## src/rtl/core/rcspt_pkg.sv

```systemverilog
package rcspt_pkg;

  // default configuration
  localparam int unsigned SLOT_COUNT_DEF = 64;
  localparam int unsigned PAGE_BYTES_DEF = 4096;
  localparam int unsigned FRAME_BITS_DEF = 20;
  localparam int unsigned COUNT_BITS_DEF = 16;

  // fixed field widths
  localparam int unsigned ID_W    = 32;
  localparam int unsigned PSIZE_W = 31;
  localparam int unsigned ADDR_W  = 32;
  localparam int unsigned SLOT_W  = 6;

  typedef enum logic {
    OP_OPEN  = 1'b0,
    OP_CLOSE = 1'b1
  } op_e;

  typedef enum logic [2:0] {
    ST_OK      = 3'd0,
    ST_FULL    = 3'd1,
    ST_NOFRAME = 3'd2,
    ST_NOTOPEN = 3'd3,
    ST_BADID   = 3'd4,
    ST_CNTFULL = 3'd5
  } status_e;

  // slot memory port controls
  typedef struct packed {
    logic rd_en;
    logic wr_en;
  } mem_ctl_t;

  // result flags from the sequencer
  typedef struct packed {
    status_e status;
    logic    is_open;
    logic    taken;
    logic    freed;
  } res_ctl_t;

endpackage

```

## src/rtl/core/rcspt_req_if.sv

```systemverilog
interface rcspt_req_if #(
  parameter int unsigned FRAME_BITS = rcspt_pkg::FRAME_BITS_DEF
) ();
  logic                             valid;
  logic                             ready;
  logic                             op;
  logic [rcspt_pkg::ID_W-1:0]       region_id;
  logic [FRAME_BITS-1:0]            offered_frame;
  logic                             offered_valid;
  logic [rcspt_pkg::PSIZE_W-1:0]    process_size;

  modport source (
    output valid, op, region_id, offered_frame, offered_valid, process_size,
    input  ready
  );
  modport sink (
    input  valid, op, region_id, offered_frame, offered_valid, process_size,
    output ready
  );
endinterface

```

## src/rtl/core/rcspt_rsp_if.sv

```systemverilog
interface rcspt_rsp_if #(
  parameter int unsigned FRAME_BITS = rcspt_pkg::FRAME_BITS_DEF,
  parameter int unsigned COUNT_BITS = rcspt_pkg::COUNT_BITS_DEF
) ();
  logic                          valid;
  logic                          ready;
  logic [2:0]                    status;
  logic [rcspt_pkg::SLOT_W-1:0]  slot_index;
  logic [FRAME_BITS-1:0]         region_frame;
  logic                          frame_taken;
  logic [rcspt_pkg::ADDR_W-1:0]  map_address;
  logic [rcspt_pkg::ADDR_W-1:0]  new_process_size;
  logic [COUNT_BITS-1:0]         ref_count;
  logic                          slot_freed;

  modport source (
    output valid, status, slot_index, region_frame, frame_taken, map_address,
           new_process_size, ref_count, slot_freed,
    input  ready
  );
  modport sink (
    input  valid, status, slot_index, region_frame, frame_taken, map_address,
           new_process_size, ref_count, slot_freed,
    output ready
  );
endinterface

```

## src/rtl/core/rcspt_slot_mem.sv

```systemverilog
module rcspt_slot_mem #(
  parameter int unsigned SLOT_COUNT = rcspt_pkg::SLOT_COUNT_DEF,
  parameter int unsigned FRAME_BITS = rcspt_pkg::FRAME_BITS_DEF,
  parameter int unsigned COUNT_BITS = rcspt_pkg::COUNT_BITS_DEF
) (
  input  logic                          clk_i,
  input  logic                          rst_ni,
  input  rcspt_pkg::mem_ctl_t           ctl_i,
  input  logic [$clog2(SLOT_COUNT)-1:0] raddr_i,
  input  logic [$clog2(SLOT_COUNT)-1:0] waddr_i,
  input  logic [rcspt_pkg::ID_W-1:0]    wkey_i,
  input  logic [FRAME_BITS-1:0]         wframe_i,
  input  logic [COUNT_BITS-1:0]         wcount_i,
  output logic [rcspt_pkg::ID_W-1:0]    rkey_o,
  output logic [FRAME_BITS-1:0]         rframe_o,
  output logic [COUNT_BITS-1:0]         rcount_o
);

  localparam int unsigned EntryW = rcspt_pkg::ID_W + FRAME_BITS + COUNT_BITS;

  logic [EntryW-1:0]     mem_q [SLOT_COUNT];
  logic [EntryW-1:0]     rdata_q;
  logic [SLOT_COUNT-1:0] valid_q;
  logic                  rvalid_q;

  always_ff @(posedge clk_i) begin
    if (ctl_i.wr_en) begin
      mem_q[waddr_i] <= {wkey_i, wframe_i, wcount_i};
    end
    if (ctl_i.rd_en) begin
      rdata_q <= mem_q[raddr_i];
    end
  end

  // written-once flags: an entry never written reads as a free slot
  always_ff @(posedge clk_i or negedge rst_ni) begin
    if (!rst_ni) begin
      valid_q  <= '0;
      rvalid_q <= 1'b0;
    end else begin
      if (ctl_i.wr_en) begin
        valid_q[waddr_i] <= 1'b1;
      end
      if (ctl_i.rd_en) begin
        rvalid_q <= valid_q[raddr_i];
      end
    end
  end

  always_comb begin
    if (rvalid_q) begin
      {rkey_o, rframe_o, rcount_o} = rdata_q;
    end else begin
      {rkey_o, rframe_o, rcount_o} = '0;
    end
  end

endmodule

```

## src/rtl/core/rcspt_ctrl.sv

```systemverilog
module rcspt_ctrl #(
  parameter int unsigned SLOT_COUNT = rcspt_pkg::SLOT_COUNT_DEF,
  parameter int unsigned FRAME_BITS = rcspt_pkg::FRAME_BITS_DEF,
  parameter int unsigned COUNT_BITS = rcspt_pkg::COUNT_BITS_DEF
) (
  input  logic                          clk_i,
  input  logic                          rst_ni,
  input  logic                          start_i,
  input  logic                          op_i,
  input  logic [rcspt_pkg::ID_W-1:0]    id_i,
  input  logic [FRAME_BITS-1:0]         offer_i,
  input  logic                          offer_ok_i,
  output logic                          busy_o,
  output rcspt_pkg::mem_ctl_t           mem_ctl_o,
  output logic [$clog2(SLOT_COUNT)-1:0] mem_raddr_o,
  output logic [$clog2(SLOT_COUNT)-1:0] mem_waddr_o,
  output logic [rcspt_pkg::ID_W-1:0]    mem_wkey_o,
  output logic [FRAME_BITS-1:0]         mem_wframe_o,
  output logic [COUNT_BITS-1:0]         mem_wcount_o,
  input  logic [rcspt_pkg::ID_W-1:0]    mem_rkey_i,
  input  logic [FRAME_BITS-1:0]         mem_rframe_i,
  input  logic [COUNT_BITS-1:0]         mem_rcount_i,
  input  logic                          res_space_i,
  output logic                          res_load_o,
  output rcspt_pkg::res_ctl_t           res_ctl_o,
  output logic [$clog2(SLOT_COUNT)-1:0] res_slot_o,
  output logic [FRAME_BITS-1:0]         res_frame_o,
  output logic [COUNT_BITS-1:0]         res_count_o
);

  localparam int unsigned IdxW = $clog2(SLOT_COUNT);

  typedef enum logic [1:0] {
    S_IDLE,
    S_SCAN,
    S_EXEC
  } state_e;

  state_e                       state_q;
  logic                         op_q;
  logic [rcspt_pkg::ID_W-1:0]   id_q;
  logic [FRAME_BITS-1:0]        offer_q;
  logic                         offer_ok_q;
  logic                         badid_q;
  logic [IdxW:0]                rd_cnt_q;
  logic                         chk_v_q;
  logic [IdxW-1:0]              chk_idx_q;
  logic                         hit_q;
  logic [IdxW-1:0]              hit_idx_q;
  logic [FRAME_BITS-1:0]        hit_frame_q;
  logic [COUNT_BITS-1:0]        hit_count_q;
  logic                         free_v_q;
  logic [IdxW-1:0]              free_idx_q;

  logic                         issue;
  logic                         key_match;
  logic                         wr_ok;
  logic [COUNT_BITS-1:0]        dec_count;

  assign busy_o      = (state_q != S_IDLE);
  assign issue       = (state_q == S_SCAN) && (rd_cnt_q < (IdxW + 1)'(SLOT_COUNT));
  assign mem_raddr_o = rd_cnt_q[IdxW-1:0];
  // the one shared comparator, one slot per cycle
  assign key_match   = (mem_rkey_i == id_q);
  assign dec_count   = hit_count_q - COUNT_BITS'(1);

  // decision once the scan is over
  always_comb begin
    res_ctl_o.status  = rcspt_pkg::ST_OK;
    res_ctl_o.is_open = (op_q == rcspt_pkg::OP_OPEN);
    res_ctl_o.taken   = 1'b0;
    res_ctl_o.freed   = 1'b0;
    res_slot_o        = '0;
    res_frame_o       = '0;
    res_count_o       = '0;
    wr_ok             = 1'b0;
    mem_waddr_o       = hit_idx_q;
    mem_wkey_o        = id_q;
    mem_wframe_o      = hit_frame_q;
    mem_wcount_o      = hit_count_q;
    if (badid_q) begin
      res_ctl_o.status = rcspt_pkg::ST_BADID;
    end else if (op_q == rcspt_pkg::OP_OPEN) begin
      if (hit_q) begin
        if (hit_count_q == '1) begin
          res_ctl_o.status = rcspt_pkg::ST_CNTFULL;
        end else begin
          wr_ok        = 1'b1;
          mem_wcount_o = hit_count_q + COUNT_BITS'(1);
          res_slot_o   = hit_idx_q;
          res_frame_o  = hit_frame_q;
          res_count_o  = mem_wcount_o;
        end
      end else if (!free_v_q) begin
        res_ctl_o.status = rcspt_pkg::ST_FULL;
      end else if (!offer_ok_q) begin
        res_ctl_o.status = rcspt_pkg::ST_NOFRAME;
      end else begin
        wr_ok           = 1'b1;
        mem_waddr_o     = free_idx_q;
        mem_wframe_o    = offer_q;
        mem_wcount_o    = COUNT_BITS'(1);
        res_ctl_o.taken = 1'b1;
        res_slot_o      = free_idx_q;
        res_frame_o     = offer_q;
        res_count_o     = COUNT_BITS'(1);
      end
    end else begin
      if (!hit_q || hit_count_q == '0) begin
        res_ctl_o.status = rcspt_pkg::ST_NOTOPEN;
      end else begin
        wr_ok        = 1'b1;
        mem_wcount_o = dec_count;
        res_slot_o   = hit_idx_q;
        res_frame_o  = hit_frame_q;
        res_count_o  = dec_count;
        if (dec_count == '0) begin
          mem_wkey_o      = '0;
          mem_wframe_o    = '0;
          res_ctl_o.freed = 1'b1;
        end
      end
    end
  end

  assign res_load_o      = (state_q == S_EXEC) && res_space_i;
  assign mem_ctl_o.rd_en = issue;
  assign mem_ctl_o.wr_en = res_load_o && wr_ok;

  always_ff @(posedge clk_i or negedge rst_ni) begin
    if (!rst_ni) begin
      state_q     <= S_IDLE;
      op_q        <= 1'b0;
      id_q        <= '0;
      offer_q     <= '0;
      offer_ok_q  <= 1'b0;
      badid_q     <= 1'b0;
      rd_cnt_q    <= '0;
      chk_v_q     <= 1'b0;
      chk_idx_q   <= '0;
      hit_q       <= 1'b0;
      hit_idx_q   <= '0;
      hit_frame_q <= '0;
      hit_count_q <= '0;
      free_v_q    <= 1'b0;
      free_idx_q  <= '0;
    end else begin
      case (state_q)
        S_IDLE: begin
          if (start_i) begin
            op_q       <= op_i;
            id_q       <= id_i;
            offer_q    <= offer_i;
            offer_ok_q <= offer_ok_i;
            badid_q    <= (id_i == '0);
            rd_cnt_q   <= '0;
            chk_v_q    <= 1'b0;
            hit_q      <= 1'b0;
            free_v_q   <= 1'b0;
            state_q    <= (id_i == '0) ? S_EXEC : S_SCAN;
          end
        end
        S_SCAN: begin
          if (issue) begin
            rd_cnt_q <= rd_cnt_q + (IdxW + 1)'(1);
          end
          chk_v_q   <= issue;
          chk_idx_q <= rd_cnt_q[IdxW-1:0];
          if (chk_v_q) begin
            if (key_match) begin
              // first slot holding the id wins
              hit_q       <= 1'b1;
              hit_idx_q   <= chk_idx_q;
              hit_frame_q <= mem_rframe_i;
              hit_count_q <= mem_rcount_i;
              state_q     <= S_EXEC;
            end else begin
              if (mem_rkey_i == '0 && !free_v_q) begin
                free_v_q   <= 1'b1;
                free_idx_q <= chk_idx_q;
              end
              if (chk_idx_q == IdxW'(SLOT_COUNT - 1)) begin
                state_q <= S_EXEC;
              end
            end
          end
        end
        S_EXEC: begin
          if (res_space_i) begin
            state_q <= S_IDLE;
          end
        end
        default: begin
          state_q <= S_IDLE;
        end
      endcase
    end
  end

endmodule

```

## src/rtl/core/refcounted_shared_page_table.sv

```systemverilog
// Reference-counted shared-page table. SLOT_COUNT slots each hold a region id, a
// frame number and a reference count, all free after reset. An open bumps the count
// of the slot holding the id, or else claims the lowest free slot with the offered
// frame and a count of one; it returns the frame, the process size rounded up to a
// page as the map address, and that address plus one page. A close drops the count
// and frees the slot at zero. Errors (bad id, table full, no frame, not open, count
// full) give all-zero fields and leave the table alone. One request item is worked
// at a time: the slot memory is read one slot per cycle by a single comparator, and
// a hit ends the scan early. The result sits in an output register, so the next item
// is accepted while it waits. PAGE_BYTES must be a power of two.
module refcounted_shared_page_table #(
  parameter int unsigned SLOT_COUNT = rcspt_pkg::SLOT_COUNT_DEF,
  parameter int unsigned PAGE_BYTES = rcspt_pkg::PAGE_BYTES_DEF,
  parameter int unsigned FRAME_BITS = rcspt_pkg::FRAME_BITS_DEF,
  parameter int unsigned COUNT_BITS = rcspt_pkg::COUNT_BITS_DEF
) (
  input  logic        clk_i,
  input  logic        rst_ni,
  rcspt_req_if.sink   req_i,
  rcspt_rsp_if.source rsp_o
);

  localparam int unsigned IdxW  = $clog2(SLOT_COUNT);
  localparam int unsigned PageW = $clog2(PAGE_BYTES);
  localparam int unsigned AW    = rcspt_pkg::ADDR_W;

  // sequencer <-> slot memory
  rcspt_pkg::mem_ctl_t       mem_ctl;
  logic [IdxW-1:0]           mem_raddr;
  logic [IdxW-1:0]           mem_waddr;
  logic [rcspt_pkg::ID_W-1:0] mem_wkey;
  logic [FRAME_BITS-1:0]     mem_wframe;
  logic [COUNT_BITS-1:0]     mem_wcount;
  logic [rcspt_pkg::ID_W-1:0] mem_rkey;
  logic [FRAME_BITS-1:0]     mem_rframe;
  logic [COUNT_BITS-1:0]     mem_rcount;

  // sequencer -> output register
  logic                      busy;
  logic                      accept;
  logic                      res_space;
  logic                      res_load;
  rcspt_pkg::res_ctl_t       res_ctl;
  logic [IdxW-1:0]           res_slot;
  logic [FRAME_BITS-1:0]     res_frame;
  logic [COUNT_BITS-1:0]     res_count;

  // process size is held here for the map address
  logic [rcspt_pkg::PSIZE_W-1:0] psize_q;
  logic [AW-1:0]                 round_sum;
  logic [AW-1:0]                 map_addr;
  logic [IdxW+rcspt_pkg::SLOT_W-1:0] slot_ext;

  // output register
  logic                          out_v_q;
  rcspt_pkg::status_e            status_q;
  logic [rcspt_pkg::SLOT_W-1:0]  slot_q;
  logic [FRAME_BITS-1:0]         frame_q;
  logic                          taken_q;
  logic [AW-1:0]                 map_q;
  logic [AW-1:0]                 nsize_q;
  logic [COUNT_BITS-1:0]         count_q;
  logic                          freed_q;

  assign req_i.ready = !busy;
  assign accept      = req_i.valid && !busy;
  // the output register frees up in the cycle its item is taken
  assign res_space   = !out_v_q || rsp_o.ready;

  rcspt_slot_mem #(
    .SLOT_COUNT (SLOT_COUNT),
    .FRAME_BITS (FRAME_BITS),
    .COUNT_BITS (COUNT_BITS)
  ) u_slot_mem (
    .clk_i    (clk_i),
    .rst_ni   (rst_ni),
    .ctl_i    (mem_ctl),
    .raddr_i  (mem_raddr),
    .waddr_i  (mem_waddr),
    .wkey_i   (mem_wkey),
    .wframe_i (mem_wframe),
    .wcount_i (mem_wcount),
    .rkey_o   (mem_rkey),
    .rframe_o (mem_rframe),
    .rcount_o (mem_rcount)
  );

  rcspt_ctrl #(
    .SLOT_COUNT (SLOT_COUNT),
    .FRAME_BITS (FRAME_BITS),
    .COUNT_BITS (COUNT_BITS)
  ) u_ctrl (
    .clk_i        (clk_i),
    .rst_ni       (rst_ni),
    .start_i      (accept),
    .op_i         (req_i.op),
    .id_i         (req_i.region_id),
    .offer_i      (req_i.offered_frame),
    .offer_ok_i   (req_i.offered_valid),
    .busy_o       (busy),
    .mem_ctl_o    (mem_ctl),
    .mem_raddr_o  (mem_raddr),
    .mem_waddr_o  (mem_waddr),
    .mem_wkey_o   (mem_wkey),
    .mem_wframe_o (mem_wframe),
    .mem_wcount_o (mem_wcount),
    .mem_rkey_i   (mem_rkey),
    .mem_rframe_i (mem_rframe),
    .mem_rcount_i (mem_rcount),
    .res_space_i  (res_space),
    .res_load_o   (res_load),
    .res_ctl_o    (res_ctl),
    .res_slot_o   (res_slot),
    .res_frame_o  (res_frame),
    .res_count_o  (res_count)
  );

  // round up to the page: add page minus one, clear the offset bits
  assign round_sum = AW'(psize_q) + AW'(PAGE_BYTES - 1);
  assign map_addr  = {round_sum[AW-1:PageW], PageW'(0)};
  // slot index field keeps the low bits of the slot number
  assign slot_ext  = (IdxW + rcspt_pkg::SLOT_W)'(res_slot);

  always_ff @(posedge clk_i) begin
    if (accept) begin
      psize_q <= req_i.process_size;
    end
  end

  always_ff @(posedge clk_i or negedge rst_ni) begin
    if (!rst_ni) begin
      out_v_q  <= 1'b0;
      status_q <= rcspt_pkg::ST_OK;
      slot_q   <= '0;
      frame_q  <= '0;
      taken_q  <= 1'b0;
      map_q    <= '0;
      nsize_q  <= '0;
      count_q  <= '0;
      freed_q  <= 1'b0;
    end else begin
      if (res_load) begin
        out_v_q  <= 1'b1;
        status_q <= res_ctl.status;
        slot_q   <= slot_ext[rcspt_pkg::SLOT_W-1:0];
        frame_q  <= res_frame;
        taken_q  <= res_ctl.taken;
        count_q  <= res_count;
        freed_q  <= res_ctl.freed;
        // map address only for a successful open
        if (res_ctl.is_open && res_ctl.status == rcspt_pkg::ST_OK) begin
          map_q   <= map_addr;
          nsize_q <= map_addr + AW'(PAGE_BYTES);
        end else begin
          map_q   <= '0;
          nsize_q <= '0;
        end
      end else if (rsp_o.ready) begin
        out_v_q <= 1'b0;
      end
    end
  end

  assign rsp_o.valid            = out_v_q;
  assign rsp_o.status           = status_q;
  assign rsp_o.slot_index       = slot_q;
  assign rsp_o.region_frame     = frame_q;
  assign rsp_o.frame_taken      = taken_q;
  assign rsp_o.map_address      = map_q;
  assign rsp_o.new_process_size = nsize_q;
  assign rsp_o.ref_count        = count_q;
  assign rsp_o.slot_freed       = freed_q;

  // an error result carries nothing but its status
  assert property (@(posedge clk_i) disable iff (!rst_ni)
    out_v_q && status_q != rcspt_pkg::ST_OK |->
      slot_q == '0 && frame_q == '0 && count_q == '0 && !taken_q && !freed_q &&
      map_q == '0 && nsize_q == '0)
    else $error("error result with non-zero fields");

  // a freshly claimed slot starts at a count of one, and a freed one ends at zero
  assert property (@(posedge clk_i) disable iff (!rst_ni)
    out_v_q && (taken_q || freed_q) |->
      status_q == rcspt_pkg::ST_OK && !(taken_q && freed_q) &&
      (taken_q ? count_q == COUNT_BITS'(1) : count_q == '0))
    else $error("claim or free with wrong count");

  // no memory read or write while the sequencer is idle
  assert property (@(posedge clk_i) disable iff (!rst_ni)
    !busy |-> !mem_ctl.wr_en && !mem_ctl.rd_en)
    else $error("slot memory accessed while idle");

  // the block is busy from acceptance until its result is loaded
  assert property (@(posedge clk_i) disable iff (!rst_ni)
    accept |=> busy)
    else $error("sequencer not busy after acceptance");

endmodule

```

## src/flat_wrapper.sv

```systemverilog
// flat-port wrapper written by rule: the top's interface ports become plain ports
module refcounted_shared_page_table_flat 
#(
  parameter int unsigned SLOT_COUNT = rcspt_pkg::SLOT_COUNT_DEF,
  parameter int unsigned PAGE_BYTES = rcspt_pkg::PAGE_BYTES_DEF,
  parameter int unsigned FRAME_BITS = rcspt_pkg::FRAME_BITS_DEF,
  parameter int unsigned COUNT_BITS = rcspt_pkg::COUNT_BITS_DEF
)
  (clk_i, rst_ni, req_i_valid, req_i_op, req_i_region_id, req_i_offered_frame, req_i_offered_valid, req_i_process_size, req_i_ready, rsp_o_valid, rsp_o_status, rsp_o_slot_index, rsp_o_region_frame, rsp_o_frame_taken, rsp_o_map_address, rsp_o_new_process_size, rsp_o_ref_count, rsp_o_slot_freed, rsp_o_ready);
  rcspt_req_if #(.FRAME_BITS(FRAME_BITS)) req_i_i ();
  rcspt_rsp_if #(.FRAME_BITS(FRAME_BITS), .COUNT_BITS(COUNT_BITS)) rsp_o_i ();
  input  logic clk_i;
  input  logic rst_ni;
  input wire logic [$bits(req_i_i.valid)-1:0] req_i_valid;
  input wire logic [$bits(req_i_i.op)-1:0] req_i_op;
  input wire logic [$bits(req_i_i.region_id)-1:0] req_i_region_id;
  input wire logic [$bits(req_i_i.offered_frame)-1:0] req_i_offered_frame;
  input wire logic [$bits(req_i_i.offered_valid)-1:0] req_i_offered_valid;
  input wire logic [$bits(req_i_i.process_size)-1:0] req_i_process_size;
  output wire logic [$bits(req_i_i.ready)-1:0] req_i_ready;
  output wire logic [$bits(rsp_o_i.valid)-1:0] rsp_o_valid;
  output wire logic [$bits(rsp_o_i.status)-1:0] rsp_o_status;
  output wire logic [$bits(rsp_o_i.slot_index)-1:0] rsp_o_slot_index;
  output wire logic [$bits(rsp_o_i.region_frame)-1:0] rsp_o_region_frame;
  output wire logic [$bits(rsp_o_i.frame_taken)-1:0] rsp_o_frame_taken;
  output wire logic [$bits(rsp_o_i.map_address)-1:0] rsp_o_map_address;
  output wire logic [$bits(rsp_o_i.new_process_size)-1:0] rsp_o_new_process_size;
  output wire logic [$bits(rsp_o_i.ref_count)-1:0] rsp_o_ref_count;
  output wire logic [$bits(rsp_o_i.slot_freed)-1:0] rsp_o_slot_freed;
  input wire logic [$bits(rsp_o_i.ready)-1:0] rsp_o_ready;
  assign req_i_i.valid = req_i_valid;
  assign req_i_i.op = req_i_op;
  assign req_i_i.region_id = req_i_region_id;
  assign req_i_i.offered_frame = req_i_offered_frame;
  assign req_i_i.offered_valid = req_i_offered_valid;
  assign req_i_i.process_size = req_i_process_size;
  assign req_i_ready = req_i_i.ready;
  assign rsp_o_valid = rsp_o_i.valid;
  assign rsp_o_status = rsp_o_i.status;
  assign rsp_o_slot_index = rsp_o_i.slot_index;
  assign rsp_o_region_frame = rsp_o_i.region_frame;
  assign rsp_o_frame_taken = rsp_o_i.frame_taken;
  assign rsp_o_map_address = rsp_o_i.map_address;
  assign rsp_o_new_process_size = rsp_o_i.new_process_size;
  assign rsp_o_ref_count = rsp_o_i.ref_count;
  assign rsp_o_slot_freed = rsp_o_i.slot_freed;
  assign rsp_o_i.ready = rsp_o_ready;
  refcounted_shared_page_table #(.SLOT_COUNT(SLOT_COUNT), .PAGE_BYTES(PAGE_BYTES), .FRAME_BITS(FRAME_BITS), .COUNT_BITS(COUNT_BITS)) u_core (.clk_i(clk_i), .rst_ni(rst_ni), .req_i(req_i_i), .rsp_o(rsp_o_i));
endmodule
```

## config.mk

```make
export PLATFORM = sky130hd
export DESIGN_NAME = refcounted_shared_page_table_flat
export DESIGN_NICKNAME = d
export VERILOG_FILES = /design/src/rtl/core/rcspt_pkg.sv /design/src/rtl/core/rcspt_req_if.sv /design/src/rtl/core/rcspt_rsp_if.sv /design/src/rtl/core/rcspt_slot_mem.sv /design/src/rtl/core/rcspt_ctrl.sv /design/src/rtl/core/refcounted_shared_page_table.sv /design/src/flat_wrapper.sv
export SDC_FILE = /design/constraint.sdc
export NUM_CORES = 2
export LEC_CHECK = 0
export BUFFER_PORTS_ARGS = -buffer_cell sky130_fd_sc_hd__buf_2
export CAP_MARGIN = 20
export CELL_PAD_IN_SITES_DETAIL_PLACEMENT = 1
export CELL_PAD_IN_SITES_GLOBAL_PLACEMENT = 1
export CORE_MARGIN = 1.5
export CORE_UTILIZATION = 49
export DETAILED_ROUTE_END_ITERATION = 6
export PLACE_DENSITY = 0.67
export SYNTH_ARGS = -nofsm -noshare
export SYNTH_HDL_FRONTEND = slang
export SYNTH_MEMORY_MAX_BITS = 65536
export SYNTH_SLANG_ARGS = --single-unit
```

## constraint.sdc

```tcl
create_clock -name clk_i -period 8.45 [get_ports clk_i]
set_input_delay 0.4225 -clock clk_i [delete_from_list [all_inputs] [get_ports clk_i]]
set_output_delay 0.4225 -clock clk_i [all_outputs]
set_load 0.005 [all_outputs]
```

==> summary.md <==
| Metric | Value |
|---|---|
| H-Tree Depth | 5 |
| Max frequency | 190 MHz |
| Peak VDD IR | 358 uV |
| Crit path DAT | 5.86 ns |
| Core ar. | 0.370 sq mm |
| Synth warn | 0 |
| Worst setup path class | reg -> reg |
| Hold WC Path Type | in -> async |
| Post-route minimum period | 5.26 ns |
| Final Setup Violations | 0 |
| Residual DRC count | 0 |
| P_int | 45.9 mW |
| Via-per-instance ratio | 6.42 |
| Post-synthesis mux area share | 18.2% |
| Post-CTS Hold Buffers | 87 |
| Count of state elements after synthesis | 4725 |
| Simple-gate share of the synthesized area | 2.13% |
| Clk sink count | 4725 |
| Tcrit/Tclk final | 62.2% |
| Main synth FF type | edfxtp_1 |
| Clock latency on the worst-skew pair | 1.00 ns |
| Flop2flop setup slack | 3.19 ns |
| Mapped cell area | 0.183 sq mm |
| Detailed Route WL | 510000 microns |
| ANT nets after route | 0 |
| PortBufs | 177 |
| Leak | 65.7 nW |
| Share of cells above drive strength 1 | 30.9% |
| Slew HR | 18.9% |
| CP Launch Type | flop |
| Die H | 613 microns |
| WP data required | 9.05 ns |
| Sequential power share | 45.5% |
| Grt ovf | 0 |
| Number of DRC markers in iteration 0 | 10609 |
| Net count reported at finish | 8622 |
| Bufs on Longest Clock Path | 4 |
| Post-DP HPWL | 287000 microns |
| Synth Area in Compound Gates | 1.14% |
| Total number of vias | 89162 |
| RR Startpoint | u_core.u_ctrl.op_q |
| R2R depth | 7 |
| Clock root buffer | clkbuf_16 |
| Post-CTS setup buffer count | 0 |
| CP startpoint | u_core.u_ctrl.op_q |
| Netlist cell types | 69 |
| EDFF count, synth | 4451 |
| Die ar. | 0.376 sq mm |
| Clk slew on worst S/H paths | 0.07 ns |
| Clock tree from TritonCTS | built |
| Switching Fraction | 28.8% |
| Unrepaired setup endpoints after global routing | no |
| Total CTS buffers | 468 |
| Final Non-Filler Cells | 13888 |
| Comb power frac | 22.7% |
| Initial Util | 49.3% |
| Instance count of the mapped netlist | 7960 |
| Worst-Margin Slew | 1.22 ns |
| Switching pwr | 18.6 mW |
| PD cells | 311 mW/mm^2 |
| Routed WL per cell | 36.7 microns |
| Largest net degree at the start of global routing | 142 |
| Max Cap Viol | 0 |
| Synth area leaders | edfxtp_1 (73%), mux4_2 (18%), dfrtp_1 (3.8%), nand2_1 (0.78%), clkbuf_1 (0.56%) |
| DIE WIDTH | 613 microns |
| P&R area growth vs syn | 13.6% |
| Dpl cells | 12910 |
| Pre-CTS setup slack | 3.28 ns |
| Final setup margin | 3.19 ns |
| Vias in the first global route | 91735 |
| Global-route wire length before repair | 717000 microns |
| Io pins | 202 |
| Xor/xnor share of the synthesized area | 0.321% |
| GPL Wtd Cong | 0.836 |
| Ys async rst share | 5.80% |
| Post-synthesis sequential area ratio | 77.0% |
| Final count of hold timing violations | 0 |
| Hold_ws | 0.0393 ns |
| Critical path peak fanout | 49 |
| DRT Pass-1 Iters | 5 |
| Post_cts resized | 0 |
| Row count | 223 |
| Pins Over Slew Limit | 0 |
| Synth top area share | 73.2% |
| Largest family of logic cells by synthesized area | multiplexers |
| Outcome | complete, no violations |
| Initial antenna violation count | 31 |
| Adder-cell share of the synthesized area | 0.0480% |
| Synth area leader | edfxtp_1 |
| Final clock skew | 0.0414 ns |
| Syn_area_per_cell | 22.9 sq um |
| Worst setup EP type | flop |
| Total GRT Usage | 27.2% |
| Total negative setup slack | 0 ns |
| Clock power share | 31.8% |
| Reg-to-reg endpoint | u_core.u_slot_mem.mem_q[9][43] |
-- worst max-delay path, stage by stage (launching register included) --
cell	delay (ns)
dfrtp_4	0.69
or2_1	0.49
nor2_4	0.17
buf_4	0.56
mux2i_1	0.46
nand2_1	0.56
nor2_4	0.92
buf_4	0.87
-- layout by cell type (no fill, tap or decap), types with 12 or more instances in the layout --
master / n
a21oi_1: 56
a22oi_1: 37
a31oi_1: 13
and3_1: 16
buf_12: 48
buf_2: 178
buf_4: 208
bufinv_16: 40
clkbuf_1: 107
clkbuf_16: 478
clkbuf_8: 13
clkinv_1: 97
clkinv_2: 103
conb_1: 24
dfrtp_1: 266
dlygate4sd3_1: 87
edfxtp_1: 4451
inv_1: 47
mux2_2: 18
mux2i_1: 40
mux4_2: 1449
nand2_1: 379
nand2b_1: 13
nand3_1: 32
nand3b_1: 21
nand4_1: 25
nor2_1: 78
nor2_4: 65
nor2b_4: 31
nor3_1: 23
nor3b_1: 12
nor4_1: 26
o21ai_0: 99
o22ai_1: 15
o31ai_4: 12
or2_1: 31
or2_2: 39
xnor2_1: 39
xor2_1: 28
-- state kept, by name, indices dropped and copies added (netlist names), 16 cells and up --
register                       flops
u_core.rsp_o.new_process_size     20
u_core.u_ctrl.id_q                32
u_core.u_slot_mem.valid_q         64
u_core.psize_q                    31
u_core.rsp_o.ref_count            16
u_core.u_slot_mem.mem_q         4352
u_core.u_ctrl.hit_frame_q         20
u_core.u_ctrl.hit_count_q         16
u_core.u_slot_mem.rdata_q         68
u_core.rsp_o.map_address          20
u_core.u_ctrl.offer_q             20
u_core.rsp_o.region_frame         20
-- per-layer routing --
metal | vias up | share of wire [%] | track usage [%]
li1 | 34773 | - | -
met1 | 49737 | 40 | 38.9
met2 | 3982 | 50 | 44.5
met4 | 6 | 3.1 | 8.00
met5 | - | 0.0080 | 0
met3 | 664 | 7.0 | 3.48
-- power by group through the flow --
stage          clock network [mW]  logic (mW)  registers, mW
2_1_floorplan                   0        9.26           29.3
4_1_cts                      20.8        14.9           29.4
3_3_place_gp                    0        14.4           29.8
3_5_place_dp                    0        14.8           29.8
5_1_grt                      21.5        15.5           29.4
6_report                     20.5        14.6           29.4
-- worst max-delay path by stage --
stage,to,slack (ns),cells after the start
after floorplan,u_core.u_slot_mem.mem_q[0][6],2.96,10
after CTS,u_core.u_slot_mem.mem_q[9][43],3.28,7
after global routing,u_core.u_slot_mem.mem_q[9][40],2.91,7
after detailed placement,u_core.u_slot_mem.mem_q[9][25],3.28,7
after global placement,u_core.u_slot_mem.mem_q[9][51],3.33,7
final,u_core.u_slot_mem.mem_q[9][43],3.19,7
-- per-stage QoR --
step | cell area (sq um) | utilization (%) | total power [mW]
2_1_floorplan | 183000 | - | 38.6
5_1_grt | 207000 | 56.1 | 66.4
4_1_cts | 207000 | 56.0 | 65.1
6_report | 207000 | 56.1 | 64.5
3_3_place_gp | 191000 | 51.7 | 44.2
3_5_place_dp | 191000 | 51.7 | 44.6
-- cell type report --
class | instances | area (sq um)
antenna | 9 | 22.5
multi-input combinational | 2759 | 41100
clock inverter | 275 | 2510
timing repair buffer | 523 | 4330
sequential | 4725 | 141000
fill | 30940 | 163000
inverter | 49 | 191
clock buffer | 598 | 12500
tap | 4950 | 6190
-- logic make-up (layout without fill, tap and decap cells) --
group / count (synthesis) / in the layout
multiplexers: 1507 / 1507
other: 1 / 33
AO/OA/AOI/OAI: 327 / 327
AND/OR/NAND/NOR: 827 / 827
flip-flops: 4725 / 4725
adder cells (fa/ha/maj): 7 / 7
XOR/XNOR: 67 / 67
buffers and inverters: 499 / 1445
-- Yosys cell counts (all sizes together), types with 39 or more instances --
master,count
mux4,1449
nand2,380
buf,177
a21oi,59
inv,49
or2,70
edfxtp,4451
mux2i,40
xnor2,39
o21ai,103
nor2,145
clkbuf,273
dfrtp,274
(Power assumes the default switching activity.)
